## src/rtl/core/ecal_pkg.sv

```systemverilog
// ----------------------------------------------------------------------------
// ecal_pkg: shared types and constants for the epoch to calendar unit
// Reciprocals for the constant divides, stage payload types, month table.
// ----------------------------------------------------------------------------
package ecal_pkg;

  // Reciprocals m = ceil(2^s / d), exact floor for every n below 2^N,
  // with s = N + ceil(log2 d).
  localparam logic [20:0] RecipDay20 = 21'(((64'd1 << 30) + 64'd674) / 64'd675);
  localparam logic [30:0] RecipDay30 = 31'(((64'd1 << 40) + 64'd674) / 64'd675);
  localparam logic [17:0] RecipHour  = 18'(((64'd1 << 29) + 64'd3599) / 64'd3600);
  localparam logic [12:0] RecipMin   = 13'(((64'd1 << 18) + 64'd59) / 64'd60);
  localparam logic [31:0] RecipEra   = 32'(((64'd1 << 49) + 64'd146096) / 64'd146097);
  localparam logic [18:0] Recip1460  = 19'(((64'd1 << 29) + 64'd1459) / 64'd1460);
  localparam logic [18:0] Recip365   = 19'(((64'd1 << 27) + 64'd364) / 64'd365);
  localparam logic [11:0] Recip153   = 12'(((64'd1 << 19) + 64'd152) / 64'd153);

  // Seconds per day = 128 * DayDivOdd
  localparam logic [9:0]  DayDivOdd   = 10'd675;
  localparam logic [9:0]  DayDivLast  = 10'd674;
  localparam logic [31:0] DaysShift   = 32'd719468;
  localparam logic [30:0] DaysPerEra  = 31'd146097;
  localparam logic [17:0] LastDayEra  = 18'd146096;

  typedef struct packed {
    logic signed [31:0] days;
    logic        [16:0] sod;
  } split_t;

  typedef struct packed {
    logic [4:0] hour;
    logic [5:0] minute;
    logic [5:0] second;
  } tod_t;

  typedef struct packed {
    logic signed [23:0] year;
    logic        [3:0]  month;
    logic        [4:0]  day;
  } date_t;

  // (153 * mp + 2) / 5: first day of each March-based month
  function automatic logic [8:0] month_start(input logic [3:0] mp);
    logic [8:0] r;
    case (mp)
      4'd0:    r = 9'd0;
      4'd1:    r = 9'd31;
      4'd2:    r = 9'd61;
      4'd3:    r = 9'd92;
      4'd4:    r = 9'd122;
      4'd5:    r = 9'd153;
      4'd6:    r = 9'd184;
      4'd7:    r = 9'd214;
      4'd8:    r = 9'd245;
      4'd9:    r = 9'd275;
      4'd10:   r = 9'd306;
      4'd11:   r = 9'd337;
      default: r = 9'd0;
    endcase
    return r;
  endfunction

endpackage

```

## src/rtl/core/ecal_day_split.sv

```systemverilog
// ----------------------------------------------------------------------------
// ecal_day_split: floored split of seconds into days and second of day
// Stages 0 to 3; divide by 128 as a shift, then by 675 in two halves.
// ----------------------------------------------------------------------------
module ecal_day_split (
  input  logic                 clk_i,
  input  logic                 en_i,
  input  logic [47:0]          secs_i,
  output ecal_pkg::split_t     split_o
);
  import ecal_pkg::*;

  // stage 0: fold sign, high half quotient
  logic [40:0] q1;
  logic        neg;
  logic [39:0] mag;
  logic [40:0] prod0;

  assign q1    = secs_i[47:7];
  assign neg   = secs_i[47];
  assign mag   = neg ? ~q1[39:0] : q1[39:0];
  assign prod0 = {21'b0, mag[39:20]} * {20'b0, RecipDay20};

  logic        s0_neg_q, s1_neg_q, s2_neg_q;
  logic [6:0]  s0_low_q, s1_low_q, s2_low_q;
  logic [19:0] s0_ah_q,  s0_al_q;
  logic [10:0] s0_qh_q,  s1_qh_q,  s2_qh_q;
  logic [29:0] s1_x_q,   s2_x_q;
  logic [19:0] s2_q2_q;
  split_t      split_q;

  // stage 1: high half remainder
  logic [19:0] qh675;
  logic [19:0] rh_full;
  assign qh675   = 20'(s0_qh_q) * 20'(DayDivOdd);
  assign rh_full = s0_ah_q - qh675;

  // stage 2: low half quotient
  logic [60:0] prod2;
  assign prod2 = {31'b0, s1_x_q} * {30'b0, RecipDay30};

  // stage 3: remainder, sign restore
  logic [29:0] q2x675;
  logic [29:0] r2_full;
  logic [30:0] quot;
  logic [9:0]  r1;
  logic signed [31:0] days_d;
  assign q2x675  = 30'(s2_q2_q) * 30'(DayDivOdd);
  assign r2_full = s2_x_q - q2x675;
  assign quot    = {s2_qh_q, s2_q2_q};
  assign days_d  = s2_neg_q ? ~$signed({1'b0, quot}) : $signed({1'b0, quot});
  assign r1      = s2_neg_q ? DayDivLast - r2_full[9:0] : r2_full[9:0];

  always_ff @(posedge clk_i) begin
    if (en_i) begin
      s0_neg_q <= neg;
      s0_low_q <= secs_i[6:0];
      s0_ah_q  <= mag[39:20];
      s0_al_q  <= mag[19:0];
      s0_qh_q  <= prod0[40:30];

      s1_neg_q <= s0_neg_q;
      s1_low_q <= s0_low_q;
      s1_qh_q  <= s0_qh_q;
      s1_x_q   <= {rh_full[9:0], s0_al_q};

      s2_neg_q <= s1_neg_q;
      s2_low_q <= s1_low_q;
      s2_qh_q  <= s1_qh_q;
      s2_x_q   <= s1_x_q;
      s2_q2_q  <= prod2[59:40];

      split_q.days <= days_d;
      split_q.sod  <= {r1, s2_low_q};
    end
  end

  assign split_o = split_q;

endmodule

```

## src/rtl/core/ecal_tod.sv

```systemverilog
// ----------------------------------------------------------------------------
// ecal_tod: second of day to hour, minute, second
// Stages 4 to 12; four working stages, then a delay line to align.
// ----------------------------------------------------------------------------
module ecal_tod (
  input  logic              clk_i,
  input  logic              en_i,
  input  logic [16:0]       sod_i,
  output ecal_pkg::tod_t    tod_o
);
  import ecal_pkg::*;

  logic [16:0] t4_sod_q;
  logic [4:0]  t4_hour_q, t5_hour_q, t6_hour_q;
  logic [11:0] t5_rem_q,  t6_rem_q;
  logic [5:0]  t6_min_q;
  tod_t        dly_q [6];

  logic [34:0] prod_h;
  logic [16:0] h3600;
  logic [16:0] rem_full;
  logic [24:0] prod_m;
  logic [11:0] m60;
  logic [11:0] sec_full;

  assign prod_h   = {18'b0, sod_i} * {17'b0, RecipHour};
  assign h3600    = 17'(t4_hour_q) * 17'd3600;
  assign rem_full = t4_sod_q - h3600;
  assign prod_m   = {13'b0, t5_rem_q} * {12'b0, RecipMin};
  assign m60      = 12'(t6_min_q) * 12'd60;
  assign sec_full = t6_rem_q - m60;

  always_ff @(posedge clk_i) begin
    if (en_i) begin
      t4_sod_q  <= sod_i;
      t4_hour_q <= prod_h[33:29];

      t5_hour_q <= t4_hour_q;
      t5_rem_q  <= rem_full[11:0];

      t6_hour_q <= t5_hour_q;
      t6_rem_q  <= t5_rem_q;
      t6_min_q  <= prod_m[23:18];

      dly_q[0].hour   <= t6_hour_q;
      dly_q[0].minute <= t6_min_q;
      dly_q[0].second <= sec_full[5:0];
      for (int i = 1; i < 6; i++) begin
        dly_q[i] <= dly_q[i-1];
      end
    end
  end

  assign tod_o = dly_q[5];

endmodule

```

## src/rtl/core/ecal_civil.sv

```systemverilog
// ----------------------------------------------------------------------------
// ecal_civil: day count to proleptic Gregorian year, month, day
// Stages 4 to 12; era split, year of era, day of year, month.
// ----------------------------------------------------------------------------
module ecal_civil (
  input  logic                 clk_i,
  input  logic                 en_i,
  input  logic signed [31:0]   days_i,
  output ecal_pkg::date_t      date_o
);
  import ecal_pkg::*;

  // stage 4: shift epoch to 0000-03-01, fold sign
  logic [31:0] z;
  logic        negz;
  logic [30:0] az;
  assign z    = days_i + DaysShift;
  assign negz = z[31];
  assign az   = negz ? ~z[30:0] : z[30:0];

  logic [30:0] c4_az_q, c5_az_q;
  logic        c4_neg_q, c5_neg_q;
  logic [13:0] c5_eq_q;

  // stage 5: era quotient
  logic [62:0] prod_era;
  assign prod_era = {32'b0, c4_az_q} * {31'b0, RecipEra};

  // stage 6: day of era
  logic [30:0] eqm;
  logic [30:0] dr_full;
  logic [17:0] dr;
  assign eqm     = 31'(c5_eq_q) * DaysPerEra;
  assign dr_full = c5_az_q - eqm;
  assign dr      = dr_full[17:0];

  logic [14:0] c6_era_q, c7_era_q, c8_era_q, c9_era_q, c10_era_q, c11_era_q;
  logic [17:0] c6_doe_q, c7_doe_q, c8_doe_q, c9_doe_q;

  // stage 7: leap corrections
  logic [36:0] prod_1460;
  logic [2:0]  cent;
  assign prod_1460 = {19'b0, c6_doe_q} * {18'b0, Recip1460};
  assign cent = {2'b0, c6_doe_q >= 18'd36524}  + {2'b0, c6_doe_q >= 18'd73048}
              + {2'b0, c6_doe_q >= 18'd109572} + {2'b0, c6_doe_q >= LastDayEra};

  logic [6:0]  c7_d1460_q;
  logic [2:0]  c7_cent_q;
  logic        c7_last_q;

  // stage 8: corrected day count
  logic [17:0] n_d;
  assign n_d = c7_doe_q - 18'(c7_d1460_q) + 18'(c7_cent_q) - 18'(c7_last_q);

  logic [17:0] c8_n_q;

  // stage 9: year of era
  logic [36:0] prod_365;
  assign prod_365 = {19'b0, c8_n_q} * {18'b0, Recip365};

  logic [8:0]  c9_yoe_q, c10_yoe_q, c11_yoe_q;

  // stage 10: day of year
  logic [17:0] y365;
  logic [1:0]  c100;
  logic [17:0] doy_full;
  assign y365 = 18'(c9_yoe_q) * 18'd365;
  assign c100 = {1'b0, c9_yoe_q >= 9'd100} + {1'b0, c9_yoe_q >= 9'd200}
              + {1'b0, c9_yoe_q >= 9'd300};
  assign doy_full = c9_doe_q - y365 - 18'(c9_yoe_q[8:2]) + 18'(c100);

  logic [8:0]  c10_doy_q, c11_doy_q;

  // stage 11: March-based month
  logic [10:0] mx;
  logic [22:0] prod_153;
  assign mx       = 11'(c10_doy_q) * 11'd5 + 11'd2;
  assign prod_153 = {12'b0, mx} * {11'b0, Recip153};

  logic [3:0]  c11_mp_q;

  // stage 12: calendar month, day, year
  logic [8:0]  day_full;
  logic [3:0]  month_d;
  logic [23:0] era400;
  logic [23:0] year_d;
  assign day_full = c11_doy_q - month_start(c11_mp_q) + 9'd1;
  assign month_d  = (c11_mp_q < 4'd10) ? c11_mp_q + 4'd3 : c11_mp_q - 4'd9;
  assign era400   = {{9{c11_era_q[14]}}, c11_era_q} * 24'd400;
  assign year_d   = era400 + 24'(c11_yoe_q) + 24'(month_d <= 4'd2);

  date_t date_q;

  always_ff @(posedge clk_i) begin
    if (en_i) begin
      c4_az_q    <= az;
      c4_neg_q   <= negz;

      c5_az_q    <= c4_az_q;
      c5_neg_q   <= c4_neg_q;
      c5_eq_q    <= prod_era[62:49];

      c6_era_q   <= c5_neg_q ? ~{1'b0, c5_eq_q} : {1'b0, c5_eq_q};
      c6_doe_q   <= c5_neg_q ? LastDayEra - dr : dr;

      c7_era_q   <= c6_era_q;
      c7_doe_q   <= c6_doe_q;
      c7_d1460_q <= prod_1460[35:29];
      c7_cent_q  <= cent;
      c7_last_q  <= (c6_doe_q >= LastDayEra);

      c8_era_q   <= c7_era_q;
      c8_doe_q   <= c7_doe_q;
      c8_n_q     <= n_d;

      c9_era_q   <= c8_era_q;
      c9_doe_q   <= c8_doe_q;
      c9_yoe_q   <= prod_365[35:27];

      c10_era_q  <= c9_era_q;
      c10_yoe_q  <= c9_yoe_q;
      c10_doy_q  <= doy_full[8:0];

      c11_era_q  <= c10_era_q;
      c11_yoe_q  <= c10_yoe_q;
      c11_doy_q  <= c10_doy_q;
      c11_mp_q   <= prod_153[22:19];

      date_q.year  <= $signed(year_d);
      date_q.month <= month_d;
      date_q.day   <= day_full[4:0];
    end
  end

  assign date_o = date_q;

endmodule

```

## src/rtl/core/epoch_seconds_to_calendar_unit.sv

```systemverilog
// ----------------------------------------------------------------------------
// epoch_seconds_to_calendar_unit: epoch seconds to Gregorian date and time
// Pipeline: 13 stages set by the constant-reciprocal multipliers, the first
//   loaded at the input transfer, plus the output stage.
// Throughput: one transfer per cycle in and out while the sink keeps up.
// Reset: clears the stage valid flags and the output/skid flags only;
//   the datapath registers are not reset.
// ----------------------------------------------------------------------------
module epoch_seconds_to_calendar_unit (
  input  logic        clk_i,
  input  logic        rst_ni,
  // slave side, tdata: epoch_seconds[47:0]
  input  logic        s_tvalid_i,
  output logic        s_tready_o,
  input  logic [47:0] s_tdata_i,
  // master side, tdata: year[23:0], month[27:24], day_of_month[32:28],
  //   hour[37:33], minute[43:38], second[49:44], zero pad[55:50]
  output logic        m_tvalid_o,
  input  logic        m_tready_i,
  output logic [55:0] m_tdata_o
);
  import ecal_pkg::*;

  localparam int unsigned NumStages = 13;

  // output register plus one skid slot
  logic        out_vld_q, out_vld_d;
  logic        skid_vld_q, skid_vld_d;
  logic [55:0] out_data_q, out_data_d;
  logic [55:0] skid_data_q, skid_data_d;
  logic        push;
  logic        take;

  // Whole pipeline moves as one while the skid slot is empty; the skid
  // catches the one item that leaves the last stage when the sink stalls,
  // so the ready towards the source comes straight from a flop.
  logic                 adv;
  logic [NumStages-1:0] vld_q;

  split_t split;
  tod_t   tod;
  date_t  date;

  assign adv = ~skid_vld_q;

  ecal_day_split u_split (
    .clk_i   (clk_i),
    .en_i    (adv),
    .secs_i  (s_tdata_i),
    .split_o (split)
  );

  ecal_tod u_tod (
    .clk_i (clk_i),
    .en_i  (adv),
    .sod_i (split.sod),
    .tod_o (tod)
  );

  ecal_civil u_civil (
    .clk_i  (clk_i),
    .en_i   (adv),
    .days_i (split.days),
    .date_o (date)
  );

  always_ff @(posedge clk_i or negedge rst_ni) begin
    if (!rst_ni) begin
      vld_q <= '0;
    end else if (adv) begin
      vld_q <= {vld_q[NumStages-2:0], s_tvalid_i};
    end
  end

  // result word as it leaves the last stage
  logic [55:0] res;
  assign res = {6'b0, tod.second, tod.minute, tod.hour, date.day, date.month, date.year};

  assign push = adv & vld_q[NumStages-1];
  assign take = out_vld_q & m_tready_i;

  always_comb begin
    out_vld_d   = out_vld_q;
    skid_vld_d  = skid_vld_q;
    out_data_d  = out_data_q;
    skid_data_d = skid_data_q;
    if (skid_vld_q) begin
      if (take) begin
        out_data_d = skid_data_q;
        skid_vld_d = 1'b0;
      end
    end else if (push) begin
      if (!out_vld_q || take) begin
        out_data_d = res;
        out_vld_d  = 1'b1;
      end else begin
        skid_data_d = res;
        skid_vld_d  = 1'b1;
      end
    end else if (take) begin
      out_vld_d = 1'b0;
    end
  end

  always_ff @(posedge clk_i or negedge rst_ni) begin
    if (!rst_ni) begin
      out_vld_q  <= 1'b0;
      skid_vld_q <= 1'b0;
    end else begin
      out_vld_q  <= out_vld_d;
      skid_vld_q <= skid_vld_d;
    end
  end

  always_ff @(posedge clk_i) begin
    out_data_q  <= out_data_d;
    skid_data_q <= skid_data_d;
  end

  assign s_tready_o = adv;
  assign m_tvalid_o = out_vld_q;
  assign m_tdata_o  = out_data_q;

  // a held skid entry always sits behind a valid output
  a_skid_behind_out: assert property (@(posedge clk_i) disable iff (!rst_ni)
    skid_vld_q |-> out_vld_q)
    else $error("skid slot full with empty output register");

  // a full skid only drains through an output transfer
  a_skid_holds: assert property (@(posedge clk_i) disable iff (!rst_ni)
    (skid_vld_q && !m_tready_i) |=> (skid_vld_q && !s_tready_o))
    else $error("skid slot lost an item while the sink stalled");

  a_month_range: assert property (@(posedge clk_i) disable iff (!rst_ni)
    m_tvalid_o |-> (m_tdata_o[27:24] >= 4'd1 && m_tdata_o[27:24] <= 4'd12))
    else $error("month out of range");

  a_dtime_range: assert property (@(posedge clk_i) disable iff (!rst_ni)
    m_tvalid_o |-> (m_tdata_o[32:28] >= 5'd1 && m_tdata_o[37:33] <= 5'd23 &&
                    m_tdata_o[43:38] <= 6'd59 && m_tdata_o[49:44] <= 6'd59))
    else $error("day or time of day out of range");

endmodule

```

## config.mk

```make
export PLATFORM = sky130hd
export DESIGN_NAME = epoch_seconds_to_calendar_unit
export DESIGN_NICKNAME = d
export VERILOG_FILES = /design/src/rtl/core/ecal_pkg.sv /design/src/rtl/core/ecal_day_split.sv /design/src/rtl/core/ecal_tod.sv /design/src/rtl/core/ecal_civil.sv /design/src/rtl/core/epoch_seconds_to_calendar_unit.sv
export SDC_FILE = /design/constraint.sdc
export NUM_CORES = 2
export LEC_CHECK = 0
export ABC_AREA = 1
export BUFFER_PORTS_ARGS = -buffer_cell sky130_fd_sc_hd__clkbuf_2
export CAP_MARGIN = 20
export CORE_MARGIN = 1
export CORE_UTILIZATION = 50
export CTS_BUF_LIST = sky130_fd_sc_hd__clkbuf_8
export CTS_CLUSTER_SIZE = 25
export DETAILED_ROUTE_END_ITERATION = 12
export HOLD_SLACK_MARGIN = 0.12
export PLACE_DENSITY = 0.65
export SLEW_MARGIN = 15
export SYNTH_ARGS = -nofsm -noshare
export SYNTH_HDL_FRONTEND = slang
export SYNTH_SLANG_ARGS = --single-unit
```

## constraint.sdc

```tcl
create_clock -name clk_i -period 28.6 [get_ports clk_i]
set_clock_uncertainty 0.2 [all_clocks]
set_input_delay 2.86 -clock clk_i [delete_from_list [all_inputs] [get_ports clk_i]]
set_output_delay 2.86 -clock clk_i [all_outputs]
set_load 0.1 [all_outputs]
```

==> results_dict.tcl <==
set metrics [dict create \
    status "completed" \
    crit_slowest_cell "buf_4" \
    crit_fanout 41 \
    layout.nets 12900 \
    clk_pin_slew_ns 0.06 \
    clockRootBuffer "clkbuf_8" \
    clockBufferDepth 3 \
    holdCritPathClass "reg2reg" \
    syn_area_per_cell_sq_um 9.99 \
    fp.dieW_um 439 \
    antenna_found_initial 4 \
    track_usage 0.236 \
    grt_max_degree 82 \
    synth.area.top_cells "ha_1 24%, edfxtp_1 24%, fa_1 24%" \
    crit_type "in2reg" \
    cp_num_buf_inv 5 \
    finalCriticalPeriod_ns 8.73 \
    syn_inst 9564 \
    clock_latency_ns 0.91 \
    slew_headroom 0.256 \
    overflow 0 \
    finalCritPeriodShare 0.305 \
    initial_core_util 0.503 \
    synth_area_sq_um 95500 \
    max_freq_mhz 115 \
    ys_ff_latch 785 \
    io_buffers 103 \
    slew_violations 0 \
    hpwl_um 185000 \
    hold_viol 0 \
    layout-drive-gt1-share 0.0405 \
    dieArea_sq_um 193000 \
    synth_area_leader_cell "ha_1" \
    min_to "u_civil.c8_era_q[12]$_DFFE_PN_" \
    synth-edff-count 765 \
    tns_ns 0 \
    crit_top_cell "fa_1" \
    maxCapViolations 0 \
    critical-path-top-delay-family "adder cells" \
    die_h_um 439 \
    grt_pass1_vias 68000 \
    critPathLaunchType "primary input" \
    r2r_start "u_civil.c4_az_q[20]$_DFFE_PN_" \
    rows 160 \
    synth_warnings 0 \
    wirelength_um 219000 \
    cts_buffers 141 \
    fillers 17200 \
    yosysSeqAreaShare 0.246 \
    cts_tree "done" \
    crit_required_ns 29.03 \
    cp_slowest_stage_delay_ns 0.56 \
    cts-hold-fix-buffers 0 \
    drc 0 \
    ant_nets 0 \
    yosysMostFrequentCell "inv_1" \
    viasPerCell 5.10 \
    async_flop_share 0.0191 \
    critPathArrivalTime_ns 9.16 \
    io_pins 110 \
    cp-end-kind "flop" \
    h-tree-depth 4 \
    ys.flop_type "edfxtp_1" \
    worst_pin_slew_ns 1.12 \
    wl_per_cell_um 17.6 \
    setup_viol 0 \
    place.gp.congestion 0.976 \
    yosysUniqueCellTypes 62 \
    synth_common_cells "2431 x inv_1, 1857 x ha_1, 1238 x nand2_1" \
    vias 63400 \
    netlist.area_leader.share 0.243 \
    min-delay-start "u_civil.c7_era_q[12]$_DFFE_PN_" \
    r2r-end "u_civil.c5_eq_q[8]$_DFFE_PN_" \
    whs_path_depth 0 \
    regToRegSetupSlack_ns 20.82 \
    core_sq_um 190000 \
    rsz0062_at_grt "false" \
    cts_setup_buffers 0 \
    cts_sinks 785 \
    grt_pass1_wl_um 357000 \
    cts_resized 0 \
    firstDrtPassIters 5 \
    drt_first_iter_violations 3012 \
    syn2layout_area_growth_pct 6.95 \
    reg2regPathDepth 25 \
]
sequential cells by signal (all words and copies together), names as in the netlist, 18 cells and up, named ones only:
register / count
u_civil.date_o: 33
skid_data_q: 50
u_civil.c4_az_q: 31
m_tdata_o: 50
u_civil.c7_doe_q: 18
u_split.split_o: 49
u_split.s2_q2_q: 20
u_split.s0_al_q: 20
u_tod.dly_q: 102
u_civil.c6_doe_q: 18
u_civil.c8_n_q: 18
u_split.s1_x_q: 30
u_civil.c5_az_q: 18
worst max-delay path by stage:
stage / startpoint / to / slack, ns / cells after the start
6_report: s_tdata_i[47] / u_split.s0_qh_q[4]$_DFFE_PN_ / 19.87 / 25
5_1_grt: s_tdata_i[47] / u_split.s0_qh_q[6]$_DFFE_PN_ / 19.47 / 23
4_1_cts: s_tdata_i[47] / u_split.s0_qh_q[4]$_DFFE_PN_ / 19.92 / 25
3_5_place_dp: s_tdata_i[47] / u_split.s0_qh_q[4]$_DFFE_PN_ / 18.94 / 25
3_3_place_gp: s_tdata_i[47] / u_split.s0_qh_q[4]$_DFFE_PN_ / 18.92 / 24
2_1_floorplan: skid_vld_q$_DFF_PN0_ / s_tready_o / 5.99 / 3
logic make-up (layout without fill, tap and decap cells):
| kind of cell | Yosys count | after routing | synth area share |
|---|---|---|---|
| XOR/XNOR | 390 | 390 | 0.0361 |
| other | 1 | 9 | 0.0000393 |
| AND/OR/NAND/NOR | 2160 | 2160 | 0.0944 |
| flip-flops | 785 | 785 | 0.246 |
| adder cells (fa/ha/maj) | 2989 | 2989 | 0.481 |
| buffers and inverters | 2479 | 2835 | 0.0981 |
| AO/OA/AOI/OAI | 760 | 760 | 0.0453 |
per-stage QoR:
| step | std cells | utilization | worst slack [ns] | instance area (sq um) | hold WS (ns) |
|---|---|---|---|---|---|
| detailed placement | 12200 | 0.522 | 18.94 | 99200 | 0.205 |
| CTS | 12400 | 0.537 | 19.92 | 102000 | 0.163 |
| global route | 12400 | 0.538 | 19.47 | 102000 | 0.182 |
| global placement | 12200 | 0.522 | 18.92 | 99200 | 0.200 |
| finish | 12400 | 0.538 | 19.87 | 102000 | 0.172 |
| floorplan | 9569 | - | 5.99 | 95500 | 0.200 |
final cells by class:
class	count	area, sq um	share of cell area
clock buffer	142	1950	0.0191
timing repair buffer	142	812	0.00795
tap	2511	3140	0.0308
inverter	2434	9140	0.0895
sequential	785	23400	0.230
antenna	3	7.51	0.0000735
clock inverter	117	910	0.00891
multi-input combinational	6305	62700	0.614
placed cells by master, fill, tap and decap left out, types with 55 or more instances in the layout:
master and instances:
a21oi_1 338, clkbuf_2 103, clkbuf_8 142, edfxtp_1 765
fa_1 1132, ha_1 1857, inv_1 2468, nand2_1 1238
nand3_1 235, nand4_1 74, nor2_1 447, nor3_1 55
o21ai_0 208, xnor2_1 101, xor2_1 285
routing by layer:
layer / global-route usage / vias to the layer above / wire length (um)
li1: - / 30900 / -
met1: 0.302 / 31100 / 96200
met2: 0.414 / 1113 / 108000
met3: 0.0339 / 307 / 9080
met4: 0.0621 / 0 / 5710
met5: 0 / - / 0
Power is not shown: default switching activity piles up to over one toggle a cycle in this logic, so the estimate is an artifact.
